File: src/rtl/dtcs_pkg.sv
`default_nettype none
// ----------------------------------------------------------------------------
// dtcs_pkg
// Shared types, codes and reset values for the day/thermal channel switcher.
// ----------------------------------------------------------------------------
package dtcs_pkg;

    localparam int TIMER_BITS_DEF = 32;

    localparam int LUX_W  = 18;
    localparam int CON_W  = 16;
    localparam int DT_W   = 16;
    localparam int MS_W   = 32;
    localparam int CH_W   = 2;
    localparam int CAUSE_W = 2;
    localparam int REG_IDX_W = 3;
    localparam int CFG_DATA_W = 32;
    localparam int IN_TDATA_W = 56;
    localparam int OUT_TDATA_W = 16;

    // Channel codes
    localparam logic [CH_W-1:0] CH_PRIMARY   = 2'd0;
    localparam logic [CH_W-1:0] CH_SECONDARY = 2'd1;
    localparam logic [CH_W-1:0] CH_AUX       = 2'd2;
    localparam logic [CH_W-1:0] CH_INVALID   = 2'd3;

    // Item kinds
    localparam logic FUNC_TICK   = 1'b0;
    localparam logic FUNC_SELECT = 1'b1;

    // Switch causes
    localparam logic [CAUSE_W-1:0] CAUSE_NONE     = 2'd0;
    localparam logic [CAUSE_W-1:0] CAUSE_MANUAL   = 2'd1;
    localparam logic [CAUSE_W-1:0] CAUSE_THERMAL  = 2'd2;
    localparam logic [CAUSE_W-1:0] CAUSE_DAYLIGHT = 2'd3;

    // Register indexes
    localparam logic [REG_IDX_W-1:0] REG_AUTO_ENABLE   = 3'd0;
    localparam logic [REG_IDX_W-1:0] REG_LOW_LIGHT_LUX = 3'd1;
    localparam logic [REG_IDX_W-1:0] REG_DAYLIGHT_LUX  = 3'd2;
    localparam logic [REG_IDX_W-1:0] REG_LOW_CONTRAST  = 3'd3;
    localparam logic [REG_IDX_W-1:0] REG_HYSTERESIS_MS = 3'd4;
    localparam logic [REG_IDX_W-1:0] REG_COOLDOWN_MS   = 3'd5;
    localparam logic [REG_IDX_W-1:0] REG_MATCH_ZOOM_EN = 3'd6;
    localparam logic [REG_IDX_W-1:0] REG_CAMERA_PRES   = 3'd7;

    // Register reset values
    localparam logic             RST_AUTO_ENABLE   = 1'b0;
    localparam logic [LUX_W-1:0] RST_LOW_LIGHT_LUX = 18'd10;
    localparam logic [LUX_W-1:0] RST_DAYLIGHT_LUX  = 18'd50;
    localparam logic [CON_W-1:0] RST_LOW_CONTRAST  = 16'd64;
    localparam logic [MS_W-1:0]  RST_HYSTERESIS_MS = 32'd3000;
    localparam logic [MS_W-1:0]  RST_COOLDOWN_MS   = 32'd10000;
    localparam logic             RST_MATCH_ZOOM_EN = 1'b1;
    localparam logic [1:0]       RST_CAMERA_PRES   = 2'b11;

    typedef struct packed {
        logic             auto_enable;
        logic [LUX_W-1:0] low_light_lux;
        logic [LUX_W-1:0] daylight_return_lux;
        logic [CON_W-1:0] low_contrast_q8;
        logic [MS_W-1:0]  hysteresis_ms;
        logic [MS_W-1:0]  cooldown_ms;
        logic             match_zoom_enable;
        logic [1:0]       camera_present;
    } t_cfg;

    typedef struct packed {
        logic             func;
        logic [DT_W-1:0]  dt_ms;
        logic [LUX_W-1:0] ambient_lux;
        logic [CON_W-1:0] contrast_q8;
        logic             smoke_haze;
        logic [CH_W-1:0]  select_channel;
        logic             want_match_zoom;
    } t_item;

    typedef struct packed {
        logic [CH_W-1:0]    active_now;
        logic               accepted;
        logic               switched;
        logic [CH_W-1:0]    previous_channel;
        logic [CAUSE_W-1:0] switch_cause;
        logic               match_zoom_request;
    } t_result;

    // Auxiliary runs on whichever camera is fitted.
    function automatic logic cam_for(input logic [CH_W-1:0] ch, input logic [1:0] present);
        logic r;
        case (ch)
            CH_PRIMARY:   r = present[0];
            CH_SECONDARY: r = present[1];
            CH_AUX:       r = present[0] | present[1];
            default:      r = 1'b0;
        endcase
        return r;
    endfunction

endpackage
`default_nettype wire

File: src/rtl/dtcs_cfg.sv
`default_nettype none
// ----------------------------------------------------------------------------
// dtcs_cfg
// Configuration register file with timer clear on writes to the auto registers.
// ----------------------------------------------------------------------------
module dtcs_cfg
    import dtcs_pkg::*;
(
    input  wire logic                  i_clk,
    input  wire logic                  i_rst_n,
    input  wire logic                  i_valid,
    output logic                       o_ready,
    input  wire logic [REG_IDX_W-1:0]  i_index,
    input  wire logic [CFG_DATA_W-1:0] i_data,
    output t_cfg                       o_cfg,
    output logic                       o_timer_clear
);

    t_cfg r_cfg;
    logic w_write;

    assign o_ready = 1'b1;
    assign w_write = i_valid & o_ready;
    assign o_cfg   = r_cfg;
    assign o_timer_clear = w_write &&
                           (i_index inside {[REG_AUTO_ENABLE:REG_COOLDOWN_MS]});

    always_ff @(posedge i_clk) begin
        if (!i_rst_n) begin
            r_cfg.auto_enable         <= RST_AUTO_ENABLE;
            r_cfg.low_light_lux       <= RST_LOW_LIGHT_LUX;
            r_cfg.daylight_return_lux <= RST_DAYLIGHT_LUX;
            r_cfg.low_contrast_q8     <= RST_LOW_CONTRAST;
            r_cfg.hysteresis_ms       <= RST_HYSTERESIS_MS;
            r_cfg.cooldown_ms         <= RST_COOLDOWN_MS;
            r_cfg.match_zoom_enable   <= RST_MATCH_ZOOM_EN;
            r_cfg.camera_present      <= RST_CAMERA_PRES;
        end else if (w_write) begin
            case (i_index)
                REG_AUTO_ENABLE:   r_cfg.auto_enable         <= i_data[0];
                REG_LOW_LIGHT_LUX: r_cfg.low_light_lux       <= i_data[LUX_W-1:0];
                REG_DAYLIGHT_LUX:  r_cfg.daylight_return_lux <= i_data[LUX_W-1:0];
                REG_LOW_CONTRAST:  r_cfg.low_contrast_q8     <= i_data[CON_W-1:0];
                REG_HYSTERESIS_MS: r_cfg.hysteresis_ms       <= i_data[MS_W-1:0];
                REG_COOLDOWN_MS:   r_cfg.cooldown_ms         <= i_data[MS_W-1:0];
                REG_MATCH_ZOOM_EN: r_cfg.match_zoom_enable   <= i_data[0];
                REG_CAMERA_PRES:   r_cfg.camera_present      <= i_data[1:0];
                default:           r_cfg <= r_cfg;
            endcase
        end
    end

endmodule
`default_nettype wire

File: src/rtl/dtcs_in_reg.sv
`default_nettype none
// ----------------------------------------------------------------------------
// dtcs_in_reg
// Input register: unpacks a stream transfer into an item and holds it.
// ----------------------------------------------------------------------------
module dtcs_in_reg
    import dtcs_pkg::*;
(
    input  wire logic                  i_clk,
    input  wire logic                  i_rst_n,
    input  wire logic                  i_valid,
    output logic                       o_ready,
    input  wire logic [IN_TDATA_W-1:0] i_tdata,
    input  wire logic                  i_tuser,
    input  wire logic                  i_take,
    output logic                       o_valid,
    output t_item                      o_item
);

    logic  r_valid;
    t_item r_item;
    t_item w_item;

    assign o_ready = !r_valid || i_take;
    assign o_valid = r_valid;
    assign o_item  = r_item;

    always_comb begin
        w_item.func            = i_tuser;
        w_item.dt_ms           = i_tdata[15:0];
        w_item.ambient_lux     = i_tdata[33:16];
        w_item.contrast_q8     = i_tdata[49:34];
        w_item.smoke_haze      = i_tdata[50];
        w_item.select_channel  = i_tdata[52:51];
        w_item.want_match_zoom = i_tdata[53];
    end

    always_ff @(posedge i_clk) begin
        if (!i_rst_n) begin
            r_valid <= 1'b0;
        end else if (o_ready) begin
            r_valid <= i_valid;
        end
    end

    always_ff @(posedge i_clk) begin
        if (o_ready && i_valid) begin
            r_item <= w_item;
        end
    end

endmodule
`default_nettype wire

File: src/rtl/dtcs_engine.sv
`default_nettype none
// ----------------------------------------------------------------------------
// dtcs_engine
// Switching state, single-pass decision logic and the result register.
// ----------------------------------------------------------------------------
module dtcs_engine
    import dtcs_pkg::*;
#(
    parameter int TIMER_BITS = TIMER_BITS_DEF
)
(
    input  wire logic  i_clk,
    input  wire logic  i_rst_n,
    input  wire t_cfg  i_cfg,
    input  wire logic  i_timer_clear,
    input  wire logic  i_valid,
    input  wire t_item i_item,
    output logic       o_take,
    output logic       o_valid,
    input  wire logic  i_ready,
    output t_result    o_result
);

    localparam int CW = (TIMER_BITS > MS_W) ? TIMER_BITS : MS_W;

    logic [CH_W-1:0]       r_active, n_active;
    logic                  r_pend, n_pend;
    logic [TIMER_BITS-1:0] r_dwell, n_dwell;
    logic [TIMER_BITS-1:0] r_cool, n_cool;
    logic                  r_out_valid;
    t_result               r_res, n_res;

    logic [TIMER_BITS-1:0] w_dt;
    logic [TIMER_BITS-1:0] w_dwell_base;
    logic [TIMER_BITS:0]   w_sum;
    logic [CW-1:0]         w_cool_w;
    logic [CW-1:0]         w_tmax_w;
    logic [TIMER_BITS-1:0] w_cool_load;
    logic                  w_to_thermal;
    logic [CH_W-1:0]       w_target;
    logic                  w_cond;
    logic                  w_both;

    assign o_take   = i_valid && (!r_out_valid || i_ready);
    assign o_valid  = r_out_valid;
    assign o_result = r_res;

    assign w_dt        = TIMER_BITS'(i_item.dt_ms);
    assign w_cool_w    = CW'(i_cfg.cooldown_ms);
    assign w_tmax_w    = CW'({TIMER_BITS{1'b1}});
    assign w_cool_load = TIMER_BITS'((w_cool_w > w_tmax_w) ? w_tmax_w : w_cool_w);
    assign w_both      = (i_cfg.camera_present == 2'b11);
    assign w_to_thermal = (r_active == CH_PRIMARY);
    assign w_target    = w_to_thermal ? CH_SECONDARY : CH_PRIMARY;

    always_comb begin
        if (w_to_thermal) begin
            w_cond = (i_item.ambient_lux < i_cfg.low_light_lux) ||
                     (i_item.contrast_q8 < i_cfg.low_contrast_q8) ||
                     i_item.smoke_haze;
        end else begin
            w_cond = (i_item.ambient_lux >= i_cfg.daylight_return_lux) &&
                     (i_item.contrast_q8 >= i_cfg.low_contrast_q8) &&
                     !i_item.smoke_haze;
        end
    end

    assign w_dwell_base = (r_pend != w_to_thermal) ? '0 : r_dwell;
    assign w_sum        = {1'b0, w_dwell_base} + {1'b0, w_dt};

    always_comb begin
        n_active = r_active;
        n_pend   = r_pend;
        n_dwell  = r_dwell;
        n_cool   = r_cool;
        n_res.active_now         = r_active;
        n_res.accepted           = 1'b1;
        n_res.switched           = 1'b0;
        n_res.previous_channel   = r_active;
        n_res.switch_cause       = CAUSE_NONE;
        n_res.match_zoom_request = 1'b0;
        if (i_item.func == FUNC_SELECT) begin
            if ((i_item.select_channel == CH_INVALID) ||
                ((i_item.select_channel != r_active) &&
                 !cam_for(i_item.select_channel, i_cfg.camera_present))) begin
                n_res.accepted = 1'b0;
            end else if (i_item.select_channel != r_active) begin
                n_res.match_zoom_request = i_item.want_match_zoom &&
                    i_cfg.match_zoom_enable && cam_for(r_active, i_cfg.camera_present);
                n_active             = i_item.select_channel;
                n_res.switched       = 1'b1;
                n_res.switch_cause   = CAUSE_MANUAL;
            end
        end else if (i_cfg.auto_enable) begin
            if (r_cool != '0) begin
                n_cool = (r_cool > w_dt) ? (r_cool - w_dt) : '0;
            end else if ((r_active == CH_PRIMARY) || (r_active == CH_SECONDARY)) begin
                if (w_cond) begin
                    n_pend  = w_to_thermal;
                    n_dwell = w_sum[TIMER_BITS] ? {TIMER_BITS{1'b1}} : w_sum[TIMER_BITS-1:0];
                    if ((CW'(n_dwell) >= CW'(i_cfg.hysteresis_ms)) &&
                        cam_for(w_target, i_cfg.camera_present)) begin
                        n_active = w_target;
                        n_cool   = w_cool_load;
                        n_dwell  = '0;
                        n_res.switched = 1'b1;
                        n_res.switch_cause = w_to_thermal ? CAUSE_THERMAL : CAUSE_DAYLIGHT;
                        n_res.match_zoom_request = i_cfg.match_zoom_enable && w_both;
                    end
                end else begin
                    n_dwell = '0;
                    n_pend  = r_active[0];
                end
            end
        end
        n_res.active_now = n_active;
    end

    always_ff @(posedge i_clk) begin
        if (!i_rst_n) begin
            r_active    <= CH_PRIMARY;
            r_pend      <= 1'b0;
            r_dwell     <= '0;
            r_cool      <= '0;
            r_out_valid <= 1'b0;
        end else begin
            if (i_timer_clear) begin
                r_dwell <= '0;
                r_cool  <= '0;
            end else if (o_take) begin
                r_dwell <= n_dwell;
                r_cool  <= n_cool;
            end
            if (o_take) begin
                r_active <= n_active;
                r_pend   <= n_pend;
            end
            if (o_take) begin
                r_out_valid <= 1'b1;
            end else if (i_ready) begin
                r_out_valid <= 1'b0;
            end
        end
    end

    always_ff @(posedge i_clk) begin
        if (o_take) begin
            r_res <= n_res;
        end
    end

    a_switch_changes: assert property (@(posedge i_clk) disable iff (!i_rst_n)
        (r_out_valid && r_res.switched) |-> (r_res.active_now != r_res.previous_channel))
        else $error("Switch reported without a change of channel.");

    a_no_switch_same: assert property (@(posedge i_clk) disable iff (!i_rst_n)
        (r_out_valid && !r_res.switched) |->
        ((r_res.active_now == r_res.previous_channel) && (r_res.switch_cause == CAUSE_NONE)
         && !r_res.match_zoom_request))
        else $error("Channel or cause changed without a switch.");

    a_reject_no_switch: assert property (@(posedge i_clk) disable iff (!i_rst_n)
        (r_out_valid && !r_res.accepted) |-> !r_res.switched)
        else $error("Rejected select still switched.");

    a_clear_timers: assert property (@(posedge i_clk) disable iff (!i_rst_n)
        i_timer_clear |=> ((r_dwell == '0) && (r_cool == '0)))
        else $error("Timers not cleared after an auto register write.");

endmodule
`default_nettype wire

File: src/rtl/day_thermal_channel_switcher_core.sv
`default_nettype none
// A result is offered once its input has passed the input register and the result
// register.
// Throughput: one item per cycle while m_axis_tready is high; the input register and the
// result register keep both sides moving, and the stall path runs from m_axis_tready back to s_axis_tready.
// Reset (synchronous, active low) selects the primary channel, clears both timers and
// the pending target, and restores every configuration register to its default.
// ----------------------------------------------------------------------------
// day_thermal_channel_switcher_core
// Top level: chooses between daylight, thermal and auxiliary camera channels.
// ----------------------------------------------------------------------------
module day_thermal_channel_switcher_core
    import dtcs_pkg::*;
#(
    parameter int TIMER_BITS = TIMER_BITS_DEF
)
(
    input  wire logic                   i_clk,
    input  wire logic                   i_rst_n,
    input  wire logic                   s_axis_tvalid,
    output logic                        s_axis_tready,
    // dt_ms[15:0], ambient_lux[33:16], contrast_q8[49:34], smoke_haze[50],
    // select_channel[52:51], want_match_zoom[53], zero[55:54]
    input  wire logic [IN_TDATA_W-1:0]  s_axis_tdata,
    // func[0]
    input  wire logic                   s_axis_tuser,
    output logic                        m_axis_tvalid,
    input  wire logic                   m_axis_tready,
    // active_now[1:0], accepted[2], switched[3], previous_channel[5:4],
    // switch_cause[7:6], match_zoom_request[8], zero[15:9]
    output logic [OUT_TDATA_W-1:0]      m_axis_tdata,
    input  wire logic                   i_cfg_valid,
    output logic                        o_cfg_ready,
    input  wire logic [REG_IDX_W-1:0]   i_cfg_index,
    input  wire logic [CFG_DATA_W-1:0]  i_cfg_data
);

    t_cfg    w_cfg;
    logic    w_timer_clear;
    logic    w_item_valid;
    t_item   w_item;
    logic    w_take;
    t_result w_res;

    dtcs_cfg u_cfg (
        .i_clk         (i_clk),
        .i_rst_n       (i_rst_n),
        .i_valid       (i_cfg_valid),
        .o_ready       (o_cfg_ready),
        .i_index       (i_cfg_index),
        .i_data        (i_cfg_data),
        .o_cfg         (w_cfg),
        .o_timer_clear (w_timer_clear)
    );

    dtcs_in_reg u_in_reg (
        .i_clk   (i_clk),
        .i_rst_n (i_rst_n),
        .i_valid (s_axis_tvalid),
        .o_ready (s_axis_tready),
        .i_tdata (s_axis_tdata),
        .i_tuser (s_axis_tuser),
        .i_take  (w_take),
        .o_valid (w_item_valid),
        .o_item  (w_item)
    );

    dtcs_engine #(
        .TIMER_BITS (TIMER_BITS)
    ) u_engine (
        .i_clk         (i_clk),
        .i_rst_n       (i_rst_n),
        .i_cfg         (w_cfg),
        .i_timer_clear (w_timer_clear),
        .i_valid       (w_item_valid),
        .i_item        (w_item),
        .o_take        (w_take),
        .o_valid       (m_axis_tvalid),
        .i_ready       (m_axis_tready),
        .o_result      (w_res)
    );

    assign m_axis_tdata = {7'b0, w_res.match_zoom_request, w_res.switch_cause,
                           w_res.previous_channel, w_res.switched, w_res.accepted,
                           w_res.active_now};

endmodule
`default_nettype wire

File: config.mk
export PLATFORM = sky130hd
export DESIGN_NAME = day_thermal_channel_switcher_core
export DESIGN_NICKNAME = d
export VERILOG_FILES = /design/src/rtl/dtcs_pkg.sv /design/src/rtl/dtcs_cfg.sv /design/src/rtl/dtcs_in_reg.sv /design/src/rtl/dtcs_engine.sv /design/src/rtl/day_thermal_channel_switcher_core.sv
export SDC_FILE = /design/constraint.sdc
export NUM_CORES = 1
export LEC_CHECK = 0
export ABC_AREA = 1
export BUFFER_PORTS_ARGS = -buffer_cell sky130_fd_sc_hd__buf_2
export CELL_PAD_IN_SITES_DETAIL_PLACEMENT = 0
export CELL_PAD_IN_SITES_GLOBAL_PLACEMENT = 1
export CORE_ASPECT_RATIO = 1.1
export CORE_UTILIZATION = 40
export DETAILED_ROUTE_END_ITERATION = 12
export PLACE_DENSITY = 0.78
export SETUP_SLACK_MARGIN = 0.1
export SLEW_MARGIN = 20
export SYNTH_ARGS = -nofsm -noshare
export SYNTH_HDL_FRONTEND = slang
export SYNTH_SLANG_ARGS = --single-unit
export TNS_END_PERCENT = 5
File: constraint.sdc
create_clock -name i_clk -period 7.6 [get_ports i_clk]
set_clock_uncertainty 0.1 [all_clocks]
set_input_delay 0.38 -clock i_clk [delete_from_list [all_inputs] [get_ports i_clk]]
set_output_delay 0.38 -clock i_clk [all_outputs]
set_load 0.03 [all_outputs]
; ---- After elaboration in Yosys (flattened, before gate mapping)
; Index checks and enable logic that the tools add are counted.
[word_totals]
ff_bits = 253
in_bits = 97
out_inout_bits = 19
[classes]
n_addsub = 2
n_lt_le_gt_ge = 9
n_eq_ne = 17
muxes = 53
n_bitwise = 4
n_reduce_logical = 41
[op_table]
columns = op, count
row1 = 32-bit 2-to-1 mux, 10
row2 = 32-bit by 16-bit adder with 33-bit output, 1
row3 = 32-bit greater-or-equal comparator, 1
row4 = 32-bit by 16-bit greater-than comparator with 1-bit output, 1
row5 = 32-bit greater-than comparator (second input constant), 1
row6 = 32-bit nonzero test, 1
row7 = 32-bit by 16-bit subtractor with 32-bit output, 1
row8 = 1-bit 2-to-1 mux, 24
row9 = 3-bit 2-to-1 mux, 7
row10 = 18-bit greater-or-equal comparator, 1
row11 = 18-bit < comparator, 1
row12 = 2-bit 2-to-1 mux, 9
row13 = 16-bit greater-or-equal comparator, 1
row14 = 16-bit < comparator, 1
row15 = 2-bit AND reduction, 8
row16 = 3-bit == test (second input constant), 4
row17 = 1-bit logical AND, 11
row18 = 2-bit == test (second input constant), 5
row19 = 1-bit case mux with 3 select lines, 3
row20 = 2-bit nonzero test, 4
row21 = 2-bit by 1-bit == test with 1-bit output (second input constant), 3
row22 = 3-bit by 2-bit == test with 1-bit output (second input constant), 2
row23 = 2-bit zero test, 3
row24 = 1-bit logical OR, 6
row25 = 12 further kinds, 17

; ---- Depth between registers and ports, before layout
[depth]
word_depth = 16
ltp_mapped = 43
ltp_nobuf = 38

; ---- Cells and area by module
; A second synthesis with hierarchy kept.
[hier_totals]
hier_cells = 2137
hier_area_um2 = 15157.0
[by_module_without_submodules]
columns = module, n_inst, cells_per_inst, area_per_inst_um2
row1 = dtcs_engine, 1, 1385, 8625.8
row2 = dtcs_cfg, 1, 682, 4772.1
row3 = dtcs_in_reg, 1, 62, 1702.9
row4 = day_thermal_channel_switcher_core, 1, 8, 56.3

; ---- Worst setup path before layout
; Ideal clock, no wire load.
[synth_timing]
path_kind = reg-to-reg
from = register u_engine.r_active[0]
to = register u_engine.r_cool[20]
setup_time_ps = 116
arrival_time_ps = 4855
required_time_ps = 7384
setup_slack_ps = 2530
stages_incl_launch_ff = 39
path_buffers = 5
path_cell_list = dfxtp_1 nor2_4 nand2_1 nand2_2 buf_6 clkbuf_1 clkbuf_1 nor2_1 ha_1 fa_1 nand2_1 o21ai_2 nand3_1 nand2_1 nand3_1 a21oi_4 nand2_2 nor2_4 (+3 left out) nand2_1 inv_1 nand3_1 nor3_1 nand2_1 nand2_1 nand2_1 nand3_1 nand2_1 nor2_1 nand2_1 nand2_1 nand2_1 inv_2 buf_2 nand2_1 nor2_1 nor2_1
[synth_via]
elab_chain_len = 12
word_cells_on_any_way = 24
classes_between = add/sub: 1 / order compare: 1 / eq/ne: 4 / mux: 10 / reduce/logical: 8
[synth_rtl]
columns = item, line
row1 = "start, declared", dtcs_engine.sv:26  ; logic [CH_W-1:0] r_active, n_active;
row2 = "start signal, assigned", dtcs_engine.sv:135  ; r_active <= n_active;
row3 = branches (longest 11 deep; another with 32-bit by 16-bit adder with 33-bit output), --
row4 = 6-bit AND reduction (no source line) *, --
row5 = "end signal, assigned", dtcs_engine.sv:132  ; r_cool <= n_cool;
row6 = "end, declared", dtcs_engine.sv:29  ; logic [TIMER_BITS-1:0] r_cool, n_cool;
; Mark *: on every way between the ends. The select of a mux whose other input is x is not followed.
; A chain may end at the register's enable or synchronous reset.

; ---- Final worst setup path
[layout_timing]
from = register u_engine.r_active[0]
to = register u_engine.r_cool[27]
; Same word-level chain as after synthesis.

==> results.md <==
- CP required: 7.94 ns
- Hold crit path type: input pin to register
- Nature of the critical path endpoint: register
- TritonCTS clock tree: done
- Hpwl dp: 26400 µm
- Pwr dens: 189 nW/µm²
- Post-CTS setup buffers: 0
- Final worst-path cycle share: 82.0%
- I/O Buffers: 105
- F_max: 160 MHz
- H-Tree Depth: 1
- Io pins: 116
- Root Buffer: clkbuf_16
- Antenna Cells: 0
- ANT nets after route: 0
- Sequential share of the synthesized area: 40.4%
- Synth warnings: 0
- Crit path launch: u_engine.r_active[0]
- Measured slew at the worst slew-check pin: 0.848 ns
- Routed WL per cell: 15.0 µm
- CTS resizes: 0
- Floorplan row count: 71
- Initial cell density of the core: 41.0%
- Slew Viols, Final: 0
- Initial antenna violation count: 0
- Die height: 199 µm
- Worst Reg-to-Reg Cells: 34
- Register bit total from synthesis: 253
- Via count: 12400
- Clock Sinks: 253
- Most frequent CP cell: nand2_1
- CP peak stage delay: 0.41 ns
- Pleak: 7.43 nW
- Aggregate routed wire length: 37500 µm
- Crit path max fanout: 33
- Hold Path Origin: m_axis_tready
- Largest cells by area after synthesis: dfxtp_1, edfxtp_1, ha_1, nand2_1, a21oi_1
- Hold bufs inserted after CTS: 68
- Layout filler cell count: 3432
- Mapped Cells: 1885
- Area grow syn2layout: 17.5%
- Post-synth EDFFs: 64
- Vias in the first global route: 12100
- Largest net degree at the start of global routing: 121
- Global Route Usage Sum: 21.2%
- Post-synth top flop: dfxtp_1
- Slew headroom: 43.5%
- Synth Area per Inst: 7.50 µm²
- Worst-Skew Late Latency: 0.56 ns
- Post-synth ARST share: 0%
- Max-cap viol count: 0
- Peak supply drop: 0.189 mV
- Min Tclk post-route: 6.23 ns
- Layout Nets: 2251
- WHS Path Cells: 4
- RSZ-0062 raised after global routing: no
- Setup TNS: 0 ns
- Die area: 36100 µm²
- Core Box Area: 34500 µm²
- # setup viols final: 0
- # DRC: 0
- Iteration-0 DRC Markers: 621
- Vias/cell: 4.95
- First-pass GRT wire length: 61200 µm
- GR Overflow Total: 0
- CTS Buf Count: 29
- Clock Path Buffers: 3
- Slowest CP cell: nand2_2
- Worst-path clk slew: 0.06 ns
- Mapped Area: 14100 µm²
- Largest area contributor in the netlist: dfxtp_1
- Layout cell share with drive strength beyond 1: 10.5%
- Total power: 3.14 mW
- Gpl congestion: 0.878
- Endpoints failing hold: 0
- CP Launch Type: register
- Yosys top cell area share: 26.8%
- WP data arrival: 6.57 ns
- RR Startpoint: u_engine.r_active[0]
- Die Width: 181 µm
- WS Path Type: register to register
- First-pass DRT Iterations: 5
- Distinct cell type count after synthesis: 54
- Status: completed
-- stage by stage --
step | utilization [%] | cell area (µm²) | instances | setup slack (ns) | hold WS (ns)
floorplan | - | 14200 | 1891 | 2.53 | 0.325
global placement | 43.5 | 15000 | 2376 | 1.47 | 0.340
detailed placement | 43.5 | 15000 | 2376 | 1.35 | 0.346
CTS | 48.2 | 16600 | 2496 | 1.33 | 0.00654
global route | 48.2 | 16600 | 2496 | 0.727 | 0.0639
finish | 48.2 | 16600 | 2496 | 1.37 | 0.0354
-- placed cells by master, fill, tap and decap left out, types with 9 or more instances in the layout --
master         synthesis  routed
nand3_1               57      57
ha_1                 115     115
a21oi_1              199     199
xor2_1                21      21
clkbuf_16              0      29
nor2_1               225     224
dlygate4sd3_1          0      68
o211ai_1              19      19
dfxtp_1              189     189
buf_2                  6     105
nand2_2               11      11
o21ai_0              167     167
edfxtp_1              64      64
nand4_1               14      14
inv_1                246     244
nand2_1              365     365
buf_4                 12       9
xnor2_1               12      12
nor3_1                18      17
-- critical path, delay by kind of cell, from the launching register on --
family | cells | cell delay (ns)
simple gates | 25 | 3.84
buf+inv | 4 | 0.74
fa+ha+maj | 3 | 0.58
compound gates | 2 | 0.44
flops | 1 | 0.39
-- where the power goes --
part	internal, mW	switching, mW	total (mW)
clock	0.799	0.566	1.37
sequential	1.43	0.0231	1.45
combinational	0.122	0.205	0.326
-- sequential cells by signal, indices dropped and copies added, names as in the netlist --
register,count
u_engine.o_result,9
u_engine.r_active,2
u_engine.o_valid,1
u_engine.r_cool,32
u_cfg.o_cfg,120
u_in_reg.o_item,55
u_engine.r_pend,1
u_engine.r_dwell,32
u_in_reg.o_valid,1
-- final timing paths --
check	slack, ns	end
worst max-delay path	1.37	u_engine.r_cool[27]
worst min-delay path	0.04	u_engine.o_valid
worst max register to register	1.37	u_engine.r_cool[27]
worst min register to register	0.35	u_cfg.o_cfg[4]
-- cell usage after synthesis (14+ instances only) --
library cell,n
nand2_1,365
inv_1,246
nor2_1,225
a21oi_1,199
dfxtp_1,189
o21ai_0,167
ha_1,115
edfxtp_1,64
nand3_1,57
clkbuf_1,46
xor2_1,21
o211ai_1,19
nor3_1,18
nand4_1,14
-- kinds of logic (layout without fill, tap and decap cells) --
family                     after synthesis  in the layout  synth area share (%)
AOI/OAI and AO/OA                      424            424                  16.0
xor gates and xnor gates                33             33                  2.04
adders and majority gates              117            117                  10.5
buffers and inverters                  325            492                  9.25
DFF                                    253            253                  40.4
other                                    2              8                0.0531
and+or+nand+nor                        731            731                  21.8
-- per-layer routing --
layer  GRT usage, %  wire (µm)
met4           6.21        870
met1           26.5      17200
met3           2.21       1250
met5              0          0
met2           38.2      18100
-- final cells by class --
cell class	instances	area (µm²)	share of cell area, %
repair buffers	184	1310	7.86
inverters	256	965	5.81
well taps	438	548	3.30
clock buffers	38	790	4.75
flip-flops and latches	253	5710	34.4
multi-input cells	1313	7150	43.1
clock inverters	14	138	0.829
No activity file was read; power rests on OpenSTA's default activity.
